<file path="config.mk">
export PLATFORM = sky130hd
export DESIGN_NAME = i2c_timing_from_clock_tree_top
export DESIGN_NICKNAME = d
export VERILOG_FILES = /design/src/design/i2ct_pkg.sv /design/src/design/i2ct_front.sv /design/src/design/i2ct_queue.sv /design/src/design/i2ct_div.sv /design/src/design/i2ct_back.sv /design/src/design/i2c_timing_from_clock_tree_top.sv
export SDC_FILE = /design/constraint.sdc
export NUM_CORES = 2
export LEC_CHECK = 0
export BUFFER_PORTS_ARGS = -buffer_cell sky130_fd_sc_hd__buf_4
export CELL_PAD_IN_SITES_DETAIL_PLACEMENT = 1
export CELL_PAD_IN_SITES_GLOBAL_PLACEMENT = 1
export CORE_MARGIN = 1
export CORE_UTILIZATION = 53
export CTS_BUF_LIST = sky130_fd_sc_hd__clkbuf_4
export CTS_CLUSTER_SIZE = 28
export DETAILED_ROUTE_END_ITERATION = 10
export HOLD_SLACK_MARGIN = 0.05
export PLACE_DENSITY_LB_ADDON = 0.2
export SYNTH_ARGS = -nofsm -noshare
export SYNTH_HDL_FRONTEND = slang
export SYNTH_SLANG_ARGS = --single-unit
</file>
<file path="constraint.sdc">
create_clock -name clock -period 13.1 [get_ports clock]
set_input_delay 1.31 -clock clock [delete_from_list [all_inputs] [get_ports clock]]
set_output_delay 1.31 -clock clock [all_outputs]
set_load 0.01 [all_outputs]
</file>
<file path="src/design/i2ct_pkg.sv">
// Shared types, constants and decode helpers for the I2C timing calculator.
`default_nettype none
package i2ct_pkg;

   localparam logic [31:0] HSE_HZ       = 32'd8000000;
   localparam logic [31:0] HSI_HZ       = 32'd16000000;
   localparam logic [19:0] SM_LIMIT_HZ  = 20'd100000;
   localparam logic [31:0] SM_RISE_FREQ = 32'd1000000;
   localparam logic [31:0] FM_RISE_FREQ = 32'd3333333;

   // reciprocals for constant divides: q = (x * RECIP) >> SHIFT, exact over the input range
   // x / 1000000 taken as (x >> 6) / 15625 on a 26-bit value
   localparam logic [31:0] MHZ_RECIP     = 32'd70368745;
   localparam logic [5:0]  MHZ_SHIFT     = 6'd40;
   // x / 3333333 on a 32-bit value
   localparam logic [31:0] FM_RISE_RECIP = 32'd2702160047;
   localparam logic [5:0]  FM_RISE_SHIFT = 6'd53;
   // x / 3 on a 32-bit value
   localparam logic [31:0] DIV3_RECIP    = 32'hAAAA_AAAB;
   localparam logic [5:0]  DIV3_SHIFT    = 6'd33;

   localparam logic [1:0] SEL_HSI = 2'd0;
   localparam logic [1:0] SEL_HSE = 2'd1;

   typedef struct packed {
      logic [31:0] clock_cfg_word;
      logic [31:0] pll_cfg_word;
      logic [19:0] bus_speed_hz;
      logic        duty_16_9;
   } req_type;

   typedef struct packed {
      logic [31:0] pclk1_hz;
      logic [5:0]  freq_field_mhz;
      logic [5:0]  rise_time_value;
      logic [11:0] ccr_divider;
      logic        fast_mode;
      logic        calc_error;
   } rsp_type;

   // decoded request handed from front to back
   typedef struct packed {
      logic        sel_pll;
      logic [31:0] sys_fixed;
      logic [31:0] pll_src;
      logic [5:0]  pll_m;
      logic [8:0]  pll_n;
      logic [3:0]  pll_p;
      logic [3:0]  presc_shift;
      logic        fast;
      logic        ccr_skip;
      logic [31:0] ccr_div;
      logic        err;
   } job_type;

   typedef enum logic [3:0] {
      BK_IDLE,
      BK_DIV_M,
      BK_MUL,
      BK_DIV_P,
      BK_SCALE,
      BK_DIV_MHZ,
      BK_DIV_RISE,
      BK_DIV_CCR,
      BK_OUT
   } back_state_type;

   function automatic logic [3:0] ahb_shift(input logic [3:0] code);
      logic [3:0] s;
      case (code)
         4'd8:    s = 4'd1;
         4'd9:    s = 4'd2;
         4'd10:   s = 4'd3;
         4'd11:   s = 4'd4;
         4'd12:   s = 4'd6;
         4'd13:   s = 4'd7;
         4'd14:   s = 4'd8;
         4'd15:   s = 4'd9;
         default: s = 4'd0;
      endcase
      return s;
   endfunction

   function automatic logic [3:0] apb_shift(input logic [2:0] code);
      logic [3:0] s;
      case (code)
         3'd4:    s = 4'd1;
         3'd5:    s = 4'd2;
         3'd6:    s = 4'd3;
         3'd7:    s = 4'd4;
         default: s = 4'd0;
      endcase
      return s;
   endfunction

   function automatic logic [3:0] pllp_div(input logic [1:0] code);
      logic [3:0] d;
      case (code)
         2'd0:    d = 4'd2;
         2'd1:    d = 4'd4;
         2'd2:    d = 4'd6;
         default: d = 4'd8;
      endcase
      return d;
   endfunction

endpackage
`default_nettype wire

</file>
<file path="src/design/i2ct_front.sv">
// Front stage: decodes a request into a job and registers it.
`default_nettype none
module i2ct_front (
   input  wire                     clock,
   input  wire                     reset,
   input  wire                     req_valid,
   output logic                    req_ready,
   input  i2ct_pkg::req_type       req_data,
   output logic                    job_valid,
   input  wire                     job_ready,
   output i2ct_pkg::job_type       job_data
);
   import i2ct_pkg::*;

   logic    valid_ff, valid_in;
   job_type job_ff, job_in;
   logic [31:0] spd;
   logic [1:0]  sel;

   always_comb begin
      sel = req_data.clock_cfg_word[3:2];
      spd = {12'd0, req_data.bus_speed_hz};
      job_in.sel_pll   = sel[1];
      job_in.sys_fixed = (sel == SEL_HSE) ? HSE_HZ : HSI_HZ;
      job_in.pll_src   = req_data.pll_cfg_word[22] ? HSE_HZ : HSI_HZ;
      job_in.pll_m     = req_data.pll_cfg_word[5:0];
      job_in.pll_n     = req_data.pll_cfg_word[14:6];
      job_in.pll_p     = pllp_div(req_data.pll_cfg_word[17:16]);
      job_in.presc_shift = ahb_shift(req_data.clock_cfg_word[7:4])
                         + apb_shift(req_data.clock_cfg_word[12:10]);
      job_in.fast      = req_data.bus_speed_hz > SM_LIMIT_HZ;
      job_in.ccr_skip  = req_data.bus_speed_hz == 20'd0;
      if (!job_in.fast) begin
         job_in.ccr_div = spd << 1;
      end else if (req_data.duty_16_9) begin
         job_in.ccr_div = (spd << 4) + (spd << 3) + spd;
      end else begin
         job_in.ccr_div = (spd << 1) + spd;
      end
      job_in.err = (job_in.pll_m == 6'd0) || job_in.ccr_skip;
   end

   assign req_ready = !valid_ff || job_ready;
   assign job_valid = valid_ff;
   assign job_data  = job_ff;

   always_comb begin
      valid_in = valid_ff;
      if (req_ready) begin
         valid_in = req_valid;
      end
   end

   always_ff @(posedge clock) begin
      if (reset) begin
         valid_ff <= 1'b0;
      end else begin
         valid_ff <= valid_in;
      end
      if (req_valid && req_ready) begin
         job_ff <= job_in;
      end
   end

endmodule
`default_nettype wire

</file>
<file path="src/design/i2ct_queue.sv">
// Two-entry job queue between front and back.
`default_nettype none
module i2ct_queue (
   input  wire                     clock,
   input  wire                     reset,
   input  wire                     in_valid,
   output logic                    in_ready,
   input  i2ct_pkg::job_type       in_data,
   output logic                    out_valid,
   input  wire                     out_ready,
   output i2ct_pkg::job_type       out_data
);
   import i2ct_pkg::*;

   job_type    mem_ff [2];
   logic       wr_ptr_ff, wr_ptr_in, rd_ptr_ff, rd_ptr_in;
   logic [1:0] cnt_ff, cnt_in;
   logic       push, pop;

   assign in_ready  = cnt_ff != 2'd2;
   assign out_valid = cnt_ff != 2'd0;
   assign out_data  = mem_ff[rd_ptr_ff];
   assign push = in_valid && in_ready;
   assign pop  = out_valid && out_ready;

   always_comb begin
      wr_ptr_in = push ? !wr_ptr_ff : wr_ptr_ff;
      rd_ptr_in = pop ? !rd_ptr_ff : rd_ptr_ff;
      cnt_in    = cnt_ff + {1'b0, push} - {1'b0, pop};
   end

   always_ff @(posedge clock) begin
      if (reset) begin
         wr_ptr_ff <= 1'b0;
         rd_ptr_ff <= 1'b0;
         cnt_ff    <= 2'd0;
      end else begin
         wr_ptr_ff <= wr_ptr_in;
         rd_ptr_ff <= rd_ptr_in;
         cnt_ff    <= cnt_in;
      end
      if (push) begin
         mem_ff[wr_ptr_ff] <= in_data;
      end
   end

endmodule
`default_nettype wire

</file>
<file path="src/design/i2ct_div.sv">
// Radix-2 restoring divider, 32-bit quotient in 32 steps.
`default_nettype none
module i2ct_div (
   input  wire          clock,
   input  wire          reset,
   input  wire          start,
   input  wire  [31:0]  dividend,
   input  wire  [31:0]  divisor,
   output logic         done,
   output logic [31:0]  quotient
);
   logic [31:0] rem_ff, rem_in, quo_ff, quo_in, dsr_ff;
   logic [4:0]  cnt_ff, cnt_in;
   logic        busy_ff, busy_in, done_ff, done_in;
   logic [32:0] sh;

   always_comb begin
      sh      = {rem_ff, quo_ff[31]};
      rem_in  = rem_ff;
      quo_in  = quo_ff;
      cnt_in  = cnt_ff;
      busy_in = busy_ff;
      done_in = 1'b0;
      if (start) begin
         rem_in  = 32'd0;
         quo_in  = dividend;
         cnt_in  = 5'd0;
         busy_in = 1'b1;
      end else if (busy_ff) begin
         if (sh >= {1'b0, dsr_ff}) begin
            rem_in = 32'(sh - {1'b0, dsr_ff});
            quo_in = {quo_ff[30:0], 1'b1};
         end else begin
            rem_in = sh[31:0];
            quo_in = {quo_ff[30:0], 1'b0};
         end
         cnt_in = cnt_ff + 5'd1;
         if (cnt_ff == 5'd31) begin
            busy_in = 1'b0;
            done_in = 1'b1;
         end
      end
   end

   assign done     = done_ff;
   assign quotient = quo_ff;

   always_ff @(posedge clock) begin
      if (reset) begin
         busy_ff <= 1'b0;
         done_ff <= 1'b0;
      end else begin
         busy_ff <= busy_in;
         done_ff <= done_in;
      end
      rem_ff <= rem_in;
      quo_ff <= quo_in;
      cnt_ff <= cnt_in;
      if (start) begin
         dsr_ff <= divisor;
      end
   end

endmodule
`default_nettype wire

</file>
<file path="src/design/i2ct_back.sv">
// Back end: sequences the clock derivation and divisions, holds the response register.
`default_nettype none
module i2ct_back (
   input  wire                     clock,
   input  wire                     reset,
   input  wire                     job_valid,
   output logic                    job_ready,
   input  i2ct_pkg::job_type       job_data,
   output logic                    rsp_valid,
   input  wire                     rsp_ready,
   output i2ct_pkg::rsp_type       rsp_data
);
   import i2ct_pkg::*;

   back_state_type state_ff, state_in;
   job_type        job_ff;
   logic [31:0]    t_ff, t_in, pclk_ff, pclk_in;
   logic [5:0]     mhz_ff, mhz_in, rise_ff, rise_in;
   logic [11:0]    ccr_ff, ccr_in;
   logic           launched_ff, launched_in;
   logic           rsp_valid_ff, rsp_valid_in;
   rsp_type        rsp_ff, rsp_in;
   logic           div_start, div_done;
   logic [31:0]    div_dvd, div_dsr, div_q, rise_sum;
   logic [31:0]    mul_a, mul_b, recip_q;
   logic [5:0]     mul_sh;
   logic [63:0]    prod;

   i2ct_div u_div (
      .clock    (clock),
      .reset    (reset),
      .start    (div_start),
      .dividend (div_dvd),
      .divisor  (div_dsr),
      .done     (div_done),
      .quotient (div_q)
   );

   // constant divides by reciprocal multiply
   always_comb begin
      mul_a  = {6'd0, pclk_ff[31:6]};
      mul_b  = MHZ_RECIP;
      mul_sh = MHZ_SHIFT;
      if (state_ff == BK_DIV_P) begin
         mul_a  = {1'b0, t_ff[31:1]};
         mul_b  = DIV3_RECIP;
         mul_sh = DIV3_SHIFT;
      end else if (state_ff == BK_DIV_RISE && job_ff.fast) begin
         mul_a  = pclk_ff;
         mul_b  = FM_RISE_RECIP;
         mul_sh = FM_RISE_SHIFT;
      end
      prod    = {32'd0, mul_a} * {32'd0, mul_b};
      recip_q = 32'(prod >> mul_sh);
   end

   always_comb begin
      state_in     = state_ff;
      t_in         = t_ff;
      pclk_in      = pclk_ff;
      mhz_in       = mhz_ff;
      rise_in      = rise_ff;
      ccr_in       = ccr_ff;
      launched_in  = launched_ff;
      rsp_valid_in = rsp_valid_ff;
      rsp_in       = rsp_ff;
      job_ready    = 1'b0;
      div_start    = 1'b0;
      div_dvd      = pclk_ff;
      div_dsr      = job_ff.ccr_div;
      rise_sum     = recip_q + 32'd1;
      if (rsp_valid_ff && rsp_ready) begin
         rsp_valid_in = 1'b0;
      end
      unique case (state_ff)
         BK_IDLE: begin
            job_ready = 1'b1;
            if (job_valid) begin
               if (!job_data.sel_pll) begin
                  t_in     = job_data.sys_fixed;
                  state_in = BK_SCALE;
               end else if (job_data.pll_m == 6'd0) begin
                  t_in     = 32'd0;
                  state_in = BK_SCALE;
               end else begin
                  state_in = BK_DIV_M;
               end
            end
         end
         BK_DIV_M: begin
            div_dvd = job_ff.pll_src;
            div_dsr = {26'd0, job_ff.pll_m};
         end
         BK_MUL: begin
            t_in     = 32'(t_ff * {23'd0, job_ff.pll_n});
            state_in = BK_DIV_P;
         end
         BK_DIV_P: begin
            case (job_ff.pll_p)
               4'd2:    t_in = t_ff >> 1;
               4'd4:    t_in = t_ff >> 2;
               4'd6:    t_in = recip_q;
               default: t_in = t_ff >> 3;
            endcase
            state_in = BK_SCALE;
         end
         BK_SCALE: begin
            pclk_in  = t_ff >> job_ff.presc_shift;
            state_in = BK_DIV_MHZ;
         end
         BK_DIV_MHZ: begin
            mhz_in   = recip_q[5:0];
            state_in = BK_DIV_RISE;
         end
         BK_DIV_RISE: begin
            rise_in = rise_sum[5:0];
            if (job_ff.ccr_skip) begin
               ccr_in   = 12'd0;
               state_in = BK_OUT;
            end else begin
               state_in = BK_DIV_CCR;
            end
         end
         BK_DIV_CCR: begin
            div_dsr = job_ff.ccr_div;
         end
         BK_OUT: begin
            if (!rsp_valid_ff || rsp_ready) begin
               rsp_valid_in           = 1'b1;
               rsp_in.pclk1_hz        = pclk_ff;
               rsp_in.freq_field_mhz  = mhz_ff;
               rsp_in.rise_time_value = rise_ff;
               rsp_in.ccr_divider     = ccr_ff;
               rsp_in.fast_mode       = job_ff.fast;
               rsp_in.calc_error      = job_ff.err;
               state_in               = BK_IDLE;
            end
         end
         default: begin
            state_in = BK_IDLE;
         end
      endcase
      // shared divider launch and completion
      if (state_ff == BK_DIV_M || state_ff == BK_DIV_CCR) begin
         if (!launched_ff) begin
            div_start   = 1'b1;
            launched_in = 1'b1;
         end else if (div_done) begin
            launched_in = 1'b0;
            unique case (state_ff)
               BK_DIV_M: begin
                  t_in     = div_q;
                  state_in = BK_MUL;
               end
               default: begin
                  ccr_in   = div_q[11:0];
                  state_in = BK_OUT;
               end
            endcase
         end
      end
   end

   assign rsp_valid = rsp_valid_ff;
   assign rsp_data  = rsp_ff;

   always_ff @(posedge clock) begin
      if (reset) begin
         state_ff     <= BK_IDLE;
         launched_ff  <= 1'b0;
         rsp_valid_ff <= 1'b0;
      end else begin
         state_ff     <= state_in;
         launched_ff  <= launched_in;
         rsp_valid_ff <= rsp_valid_in;
      end
      if (job_valid && job_ready) begin
         job_ff <= job_data;
      end
      t_ff    <= t_in;
      pclk_ff <= pclk_in;
      mhz_ff  <= mhz_in;
      rise_ff <= rise_in;
      ccr_ff  <= ccr_in;
      rsp_ff  <= rsp_in;
   end

endmodule
`default_nettype wire

</file>
<file path="src/design/i2c_timing_from_clock_tree_top.sv">
// Top level of the I2C timing calculator: front, queue and back joined.
//
// Usage:
//  - req_* carries one request: clock config word, PLL config word, bus speed
//    and duty select. It is taken when req_valid and req_ready are both high.
//  - rsp_* returns one response per request, in order: APB1 clock, MHz field,
//    rise-time value, CCR divider, fast-mode bit and error flag.
//  - The front registers the decoded request; a two-entry queue feeds the back.
//  - The back runs one 32-step radix-2 divider for src/M and pclk/(k*speed);
//    /P, pclk/1MHz and pclk/rise freq are shifts or reciprocal multiplies.
//    A zero bus speed skips the CCR pass. The back works on one request at a
//    time, and that back occupancy sets the sustained throughput.
//  - From accept to rsp_valid a request passes the front register, the queue
//    and the back's steps.
//  - The front keeps taking requests while the back works, until the front
//    register and queue are full (three requests waiting, a fourth in the back
//    and a fifth held in the response register).
//  - If the receiver stalls, the response register holds; the back finishes
//    its next request and waits for the register to free up.
//  - Synchronous reset empties all stages; no response is pending afterward.
`default_nettype none
module i2c_timing_from_clock_tree_top (
   input  wire                     clock,
   input  wire                     reset,
   input  wire                     req_valid,
   output logic                    req_ready,
   input  i2ct_pkg::req_type       req_data,
   output logic                    rsp_valid,
   input  wire                     rsp_ready,
   output i2ct_pkg::rsp_type       rsp_data
);
   import i2ct_pkg::*;

   logic    f_valid, f_ready, q_valid, q_ready;
   job_type f_job, q_job;

   i2ct_front u_front (
      .clock     (clock),
      .reset     (reset),
      .req_valid (req_valid),
      .req_ready (req_ready),
      .req_data  (req_data),
      .job_valid (f_valid),
      .job_ready (f_ready),
      .job_data  (f_job)
   );

   i2ct_queue u_queue (
      .clock     (clock),
      .reset     (reset),
      .in_valid  (f_valid),
      .in_ready  (f_ready),
      .in_data   (f_job),
      .out_valid (q_valid),
      .out_ready (q_ready),
      .out_data  (q_job)
   );

   i2ct_back u_back (
      .clock     (clock),
      .reset     (reset),
      .job_valid (q_valid),
      .job_ready (q_ready),
      .job_data  (q_job),
      .rsp_valid (rsp_valid),
      .rsp_ready (rsp_ready),
      .rsp_data  (rsp_data)
   );

endmodule
`default_nettype wire

</file>
**Yosys cells after proc, flatten, opt, wreduce, memory -nomap -nowiden**

Memories as Yosys holds them, arrays and structs flattened. A register that Yosys moved wholly into a read port is not among the register bits.
Index checks and enable logic that the tools add are counted.
Widths: inputs -> output; s select.

- $add $sub $neg: 9
- $mul: 2
- Div/mod/pow operators: 0
- Order comparisons: 2
- Equality and inequality tests: 20
- Shift operators: 2
- Multiplexer cells: 59
- Bitwise operators: 1
- Reductions and logical operators: 23

Operator list:

| kind | number |
|---|---|
| $mux 32 | 16 |
| $pmux 32 s3 | 2 |
| $mux 12 | 6 |
| $mul 32x32->64 | 1 |
| $shr 64x6->32 | 1 |
| $mux 24 | 2 |
| $ge 33x32->1 | 1 |
| $add 32x20->32 | 1 |
| $mul 32x9->32 | 1 |
| $mux 4 | 8 |
| $pmux 4 s8 | 1 |
| $shr 32x4->32 | 1 |
| $sub 32x32->32 | 1 |
| $add 24x23->25 | 1 |
| $eq 4x3->1 const B | 6 |
| $add 21x20->22 | 1 |
| $mux 21 | 1 |
| $gt 20x17->1 const B | 1 |
| $logic_not 20->1 | 1 |
| $mux 1 | 17 |
| $eq 3x3->1 const B | 4 |
| $eq 4x2->1 const B | 3 |
| $logic_not 6->1 | 2 |
| $pmux 3 s4 | 1 |
| other kinds (25) | 38 |

- Register bits after elaboration: 473
- Latch bits: 0
- RAM bits: 246
- Memory bits (read-only): 64
- Input bits: 89
- Output and inout port bits: 60
- Word-level logic and storage cells: 166
- Memories kept: 2

Memory list:

| name | depth | width | read ports | clocked after memory_dff | wr ports | RTL line | source |
|---|---|---|---|---|---|---|---|
| u_queue.mem_ff | 2 | 123 | 1 | 1 | 1 | i2ct_queue.sv:15 | `job_type mem_ff [2];` |
| (no name shown) | 16 | 4 | 1 | 0 | 0 | i2ct_pkg.sv:70 | `case (code)` |

**Depth between registers and ports, before layout**

- Depth after elaboration: 12
- Mapped depth: 42
- Depth with buffers taken out: 38

**By module**

From an unflattened synthesis, not the netlist that was laid out.

- Cells, all modules: 6354
- Area, all modules: 66765.3 sq um

By module, submodules not included:

| module | times used | cells each | area an instance (sq um) | seq. area each (sq um) |
|---|---|---|---|---|
| i2ct_back | 1 | 4800 | 45949.1 | 6766.5 |
| i2ct_queue | 1 | 407 | 9392.8 | 7487.2 |
| i2ct_div | 1 | 568 | 5788.1 | 2702.6 |
| i2ct_front | 1 | 579 | 5635.4 | 1671.6 |

**Worst setup path before layout**

OpenSTA, ideal clock, no wires.

- Path kind: register to register
- Start: register u_back.state_ff[1]
- End: register u_back.rise_ff[4] (data pin)
- Setup time: 258 ps
- Data arrival time: 9536 ps
- Required time: 12842 ps
- Setup slack: 3306 ps
- Stages on the path, launching flop included: 36
- Buffers on the path: 5
- Clock period less this slack: 9794 ps
- Path through: dfxtp_1 -> buf_4 -> and4bb_1 -> buf_6 -> and2_1 -> clkbuf_1 -> nor2_1 -> clkbuf_1 -> clkbuf_1 -> nand2_1 -> nand3_1 -> inv_1 -> fa_1 -> inv_1 -> fa_1 -> fa_1 -> inv_1 -> fa_1 -> inv_1 -> fa_1 -> fa_1 -> fa_1 -> fa_1 -> ha_1 -> and3_1 -> a221oi_1 -> o41ai_1 -> or3_1 -> a31o_1 -> o2111ai_2 -> nand2_1 -> or4_1 -> and3_1 -> a222oi_1 -> inv_1 -> xnor2_1

- Word-level cells in the longest chain between the ends: 7

Ends and longest elaborated chain:

| item | RTL line | source |
|---|---|---|
| from (decl) | i2ct_back.sv:15 | `back_state_type state_ff, state_in;` |
| from (signal assigned) | i2ct_back.sv:173 | `state_ff <= state_in;` |
| $eq 4x3->1 | i2ct_back.sv:48 | `end else if (state_ff == BK_DIV_RISE && job_ff.fast) begin` |
| $logic_and 1x1->1 | i2ct_back.sv:48 |  |
| $mux 32 | i2ct_back.sv:48 |  |
| $mux 32 | i2ct_back.sv:44 | `if (state_ff == BK_DIV_P) begin` |
| $mul 32x32->64 | i2ct_back.sv:53 | `prod = {32'd0, mul_a} * {32'd0, mul_b};` |
| $shr 64x6->32 (*) | i2ct_back.sv:54 | `recip_q = 32'(prod >> mul_sh);` |
| named net u_back.recip_q[4] | i2ct_back.sv:25 | `logic [31:0] mul_a, mul_b, recip_q;` |
| $add 6x1->6 (*) | i2ct_back.sv:71 | `rise_sum = recip_q + 32'd1;` |
| named net u_back.rise_sum[4] | i2ct_back.sv:24 | `logic [31:0] div_dvd, div_dsr, div_q, rise_sum;` |
| to (signal assigned) | i2ct_back.sv:183 | `rise_ff <= rise_in;` |
| to (decl) | i2ct_back.sv:18 | `logic [5:0] mhz_ff, mhz_in, rise_ff, rise_in;` |

The timed path passes the listed nets; every way through them passes the cells marked *.
A chain may end at the register's enable or synchronous reset.

**Worst setup path after layout**

- Start: register u_back.state_ff[1]
- End: register u_back.t_ff[4]

- Word-level cells in the longest chain between the ends: 12

Ends and longest elaborated chain:

| item | RTL line | source |
|---|---|---|
| $eq 4x3->1 | i2ct_back.sv:48 |  |
| $logic_and 1x1->1 | i2ct_back.sv:48 |  |
| $mux 32 | i2ct_back.sv:48 |  |
| $mux 32 | i2ct_back.sv:44 |  |
| $mul 32x32->64 | i2ct_back.sv:53 |  |
| $shr 64x6->32 | i2ct_back.sv:54 |  |
| $pmux 32 s3 | i2ct_back.sv:99 | `case (job_ff.pll_p)` |
| $pmux 32 s3 | i2ct_back.sv:75 | `unique case (state_ff)` |
| $mux 32 | i2ct_back.sv:150 | `unique case (state_ff)` |
| $mux 32 | i2ct_back.sv:148 | `end else if (div_done) begin` |
| $mux 32 | i2ct_back.sv:145 | `if (!launched_ff) begin` |
| $mux 32 (*) | i2ct_back.sv:144 | `if (state_ff == BK_DIV_M \|\| state_ff == BK_DIV_CCR) begin` |
| named net u_back.t_in[4] | i2ct_back.sv:17 | `logic [31:0] t_ff, t_in, pclk_ff, pclk_in;` |
| to (signal assigned) | i2ct_back.sv:180 | `t_ff <= t_in;` |
| to (decl) | i2ct_back.sv:17 |  |

Marks and branches as above.

==> flow_metrics.py <==
metrics = {
    "setup_path": {
        "worstPathMaxFanout": 43,
        "path_class": "flop to flop",
        "r2r_slack_ns": 0.79,
        "end_kind": "flop",
        "cp_slowest_cell": "a222oi_1",
        "cp.required_ns": 13.98,
        "cpLargestDelayFamily": "adder cells",
        "crit_top_cell": "fa_1",
        "critPathArrivalTime_ns": 13.19,
        "startpoint_type": "flop",
        "critPathMaxStageDelay_ns": 1.07,
        "crit_buf_inv": 5,
    },
    "sta": {
        "fin_setup_tns_ns": 0,
        "setup_viol": 0,
        "finClkSkew_ns": 0.0837,
        "fin_crit_ns": 12.31,
        "maxSlewViolCount": 0,
        "max_slew_margin_pct": 10.7,
        "fmax_mhz": 81.2,
        "min_period_over_period_pct": 94.0,
        "worst_pin_slew_ns": 1.34,
        "finalHoldViolations": 0,
        "rsz0062_at_grt": "false",
    },
    "logic_synthesis": {
        "yosysWarnings": 0,
        "yosys.area.top_type_share_pct": 31.1,
        "synth_area_um2": 57700,
        "syn_avg_cell_area_um2": 9.96,
        "syn_inst": 5797,
        "synth_top_cell_by_area": "fa_1",
        "yosys-top-cells-area": "fa_1 31%, edfxtp_1 20%, ha_1 11%, inv_1 8.5%, nand2_1 3.7%",
        "yosysSeqAreaShare_pct": 23.1,
        "async_flop_share_pct": 0,
        "synth_edf_count": 381,
        "synth-seq-cells": 476,
        "synth_cell_types": 97,
        "synth-main-ff-cell": "edfxtp_1",
    },
    "detailed_routing": {
        "drc_errors": 0,
        "ant_nets": 0,
        "totalWireLength_mm": 205,
        "avgRoutedWirePerCell_um": 27.4,
        "drt_pass1_iterations": 6,
        "via_per_inst": 5.92,
        "via_count": 44100,
        "drtIter0Drc": 3651,
    },
    "clocking": {
        "cts_tree": "yes",
        "post-cts-setup-buffers": 0,
        "cts_sinks": 476,
        "path_clk_slew_ns": 0.06,
        "clockRootBuffer": "clkbuf_4",
        "cts_made_buffers": 137,
        "ctsHtreeMaxLevel": 4,
        "clockBufferDepth": 3,
        "postCtsHoldBufs": 0,
        "cts_resized": 0,
        "insertion_delay_ns": 1.02,
    },
    "floorplan": {
        "core-area_um2": 108000,
        "die_w_um": 332,
        "dieArea_um2": 110000,
        "io_pins": 149,
        "initial_core_util_pct": 53.7,
        "die_y_um": 332,
        "row_count": 120,
    },
    "placed_design": {
        "hpwl_mm": 168,
        "gp_congestion": 1.03,
        "place.port_buffers": 111,
    },
    "final_layout": {
        "mostFrequentLayoutCell": "inv_1",
        "area_growth_pct": 7.54,
        "mostFrequentLayoutCells": "1305 x inv_1, 896 x fa_1, 562 x nand2_1",
        "num-nets-final": 7464,
        "layout-drive-gt1-share_pct": 8.85,
    },
    "grt": {
        "grt_max_degree": 70,
        "antenna_found_initial": 11,
        "grt_overflow": 0,
        "track_usage_pct": 37.8,
        "grt_pass1_vias": 48900,
        "grt_pass1_wl_mm": 308,
    },
    "run": {
        "maxCapViolations": 0,
    },
    "outcome": {
        "status": "finished, final reports clean",
    },
    "min_path": {
        "worst_hold_path_type": "flop to flop",
    },
}
## per-stage QoR
step	worst slack, ns	area, um2	instances	hold slack [ns]	utilization [%]
6_report	0.792	62100	7461	0.405	57.8
5_1_grt	0.542	62100	7454	0.386	57.8
4_1_cts	1.03	62100	7449	0.376	57.7
3_3_place_gp	1.36	60300	7215	0.403	56.1
3_5_place_dp	1.19	60300	7215	0.409	56.1
2_1_floorplan	3.31	57900	5831	0.400	-
## final timing paths
path | startpoint | to | cells past startpoint
hold / removal | u_back.ccr_ff[4]$_DFF_P_ | u_back.rsp_data[6]$_DFFE_PP_ | 0
hold reg to reg | u_back.ccr_ff[4]$_DFF_P_ | u_back.rsp_data[6]$_DFFE_PP_ | 0
setup reg to reg | u_back.state_ff[1]$_SDFF_PP0_ | u_back.t_ff[4]$_DFF_P_ | 34
setup / recovery | u_back.state_ff[1]$_SDFF_PP0_ | u_back.t_ff[4]$_DFF_P_ | 34
## layout make-up
class                   instances  area [um2]
fillers                     11900       45400
multi-input cells            3849       38900
flip-flops and latches        476       13300
inverters                    1314        4940
well taps                    1403        1760
clock buffers                 196        1470
repair buffers                173        1310
clock inverters                38         303
diodes                         12        30.0
## cell usage after synthesis, drive strengths merged (7+ instances only)
library cell	count
inv	1310
fa	896
nand2	564
ha	528
edfxtp	381
nor2	276
a21oi	251
clkbuf	169
o21ai	169
and2	130
xnor2	100
dfxtp	95
a21o	83
nand3	71
mux2i	66
xor2	64
mux2	63
nor3	52
a211oi	37
and3	28
nand2b	27
a31oi	26
nor2b	26
nand4	25
o21a	25
o21bai	25
buf	23
or2	21
o22ai	19
nor4	18
a22oi	16
mux4	16
o211ai	16
a221oi	13
a22o	13
o31ai	12
or3	12
a21boi	10
o22a	10
nand3b	8
a2111oi	7
o211a	7
o221ai	7
## sequential cells by signal (all words and copies together) (netlist names), 12 cells and up, named ones only
| name | count |
|---|---|
| u_queue.mem_ff | 112 |
| u_back.rsp_data | 58 |
| u_front.job_data | 56 |
| u_back.job_ff | 53 |
| u_back.pclk_ff | 32 |
| u_back.t_ff | 32 |
| u_back.u_div.quotient | 32 |
| u_back.u_div.rem_ff | 32 |
| u_back.u_div.dsr_ff | 26 |
| u_back.ccr_ff | 12 |
## layer usage
| layer | vias to the layer above | share of wire [%] | GRT usage (%) |
|---|---|---|---|
| met5 | - | 0.055 | 0 |
| met4 | 8 | 5.3 | 17.5 |
| met3 | 561 | 9.1 | 8.67 |
| met2 | 2071 | 47 | 61.4 |
| met1 | 22600 | 39 | 48.0 |
| li1 | 18900 | - | - |
## kinds of logic after synthesis
group | count (synthesis) | share of synthesized area, %
flops | 476 | 23.1
xor+xnor | 164 | 2.49
simple gates | 1274 | 10.0
compound gates | 806 | 9.02
buf+inv | 1506 | 9.83
fa+ha+maj | 1424 | 42.5
mux | 145 | 3.00
other cells | 2 | 0.0130
Power is left out: the tool's default activity adds up to more than one toggle a clock period on the data nets, which glitch-free logic cannot reach.
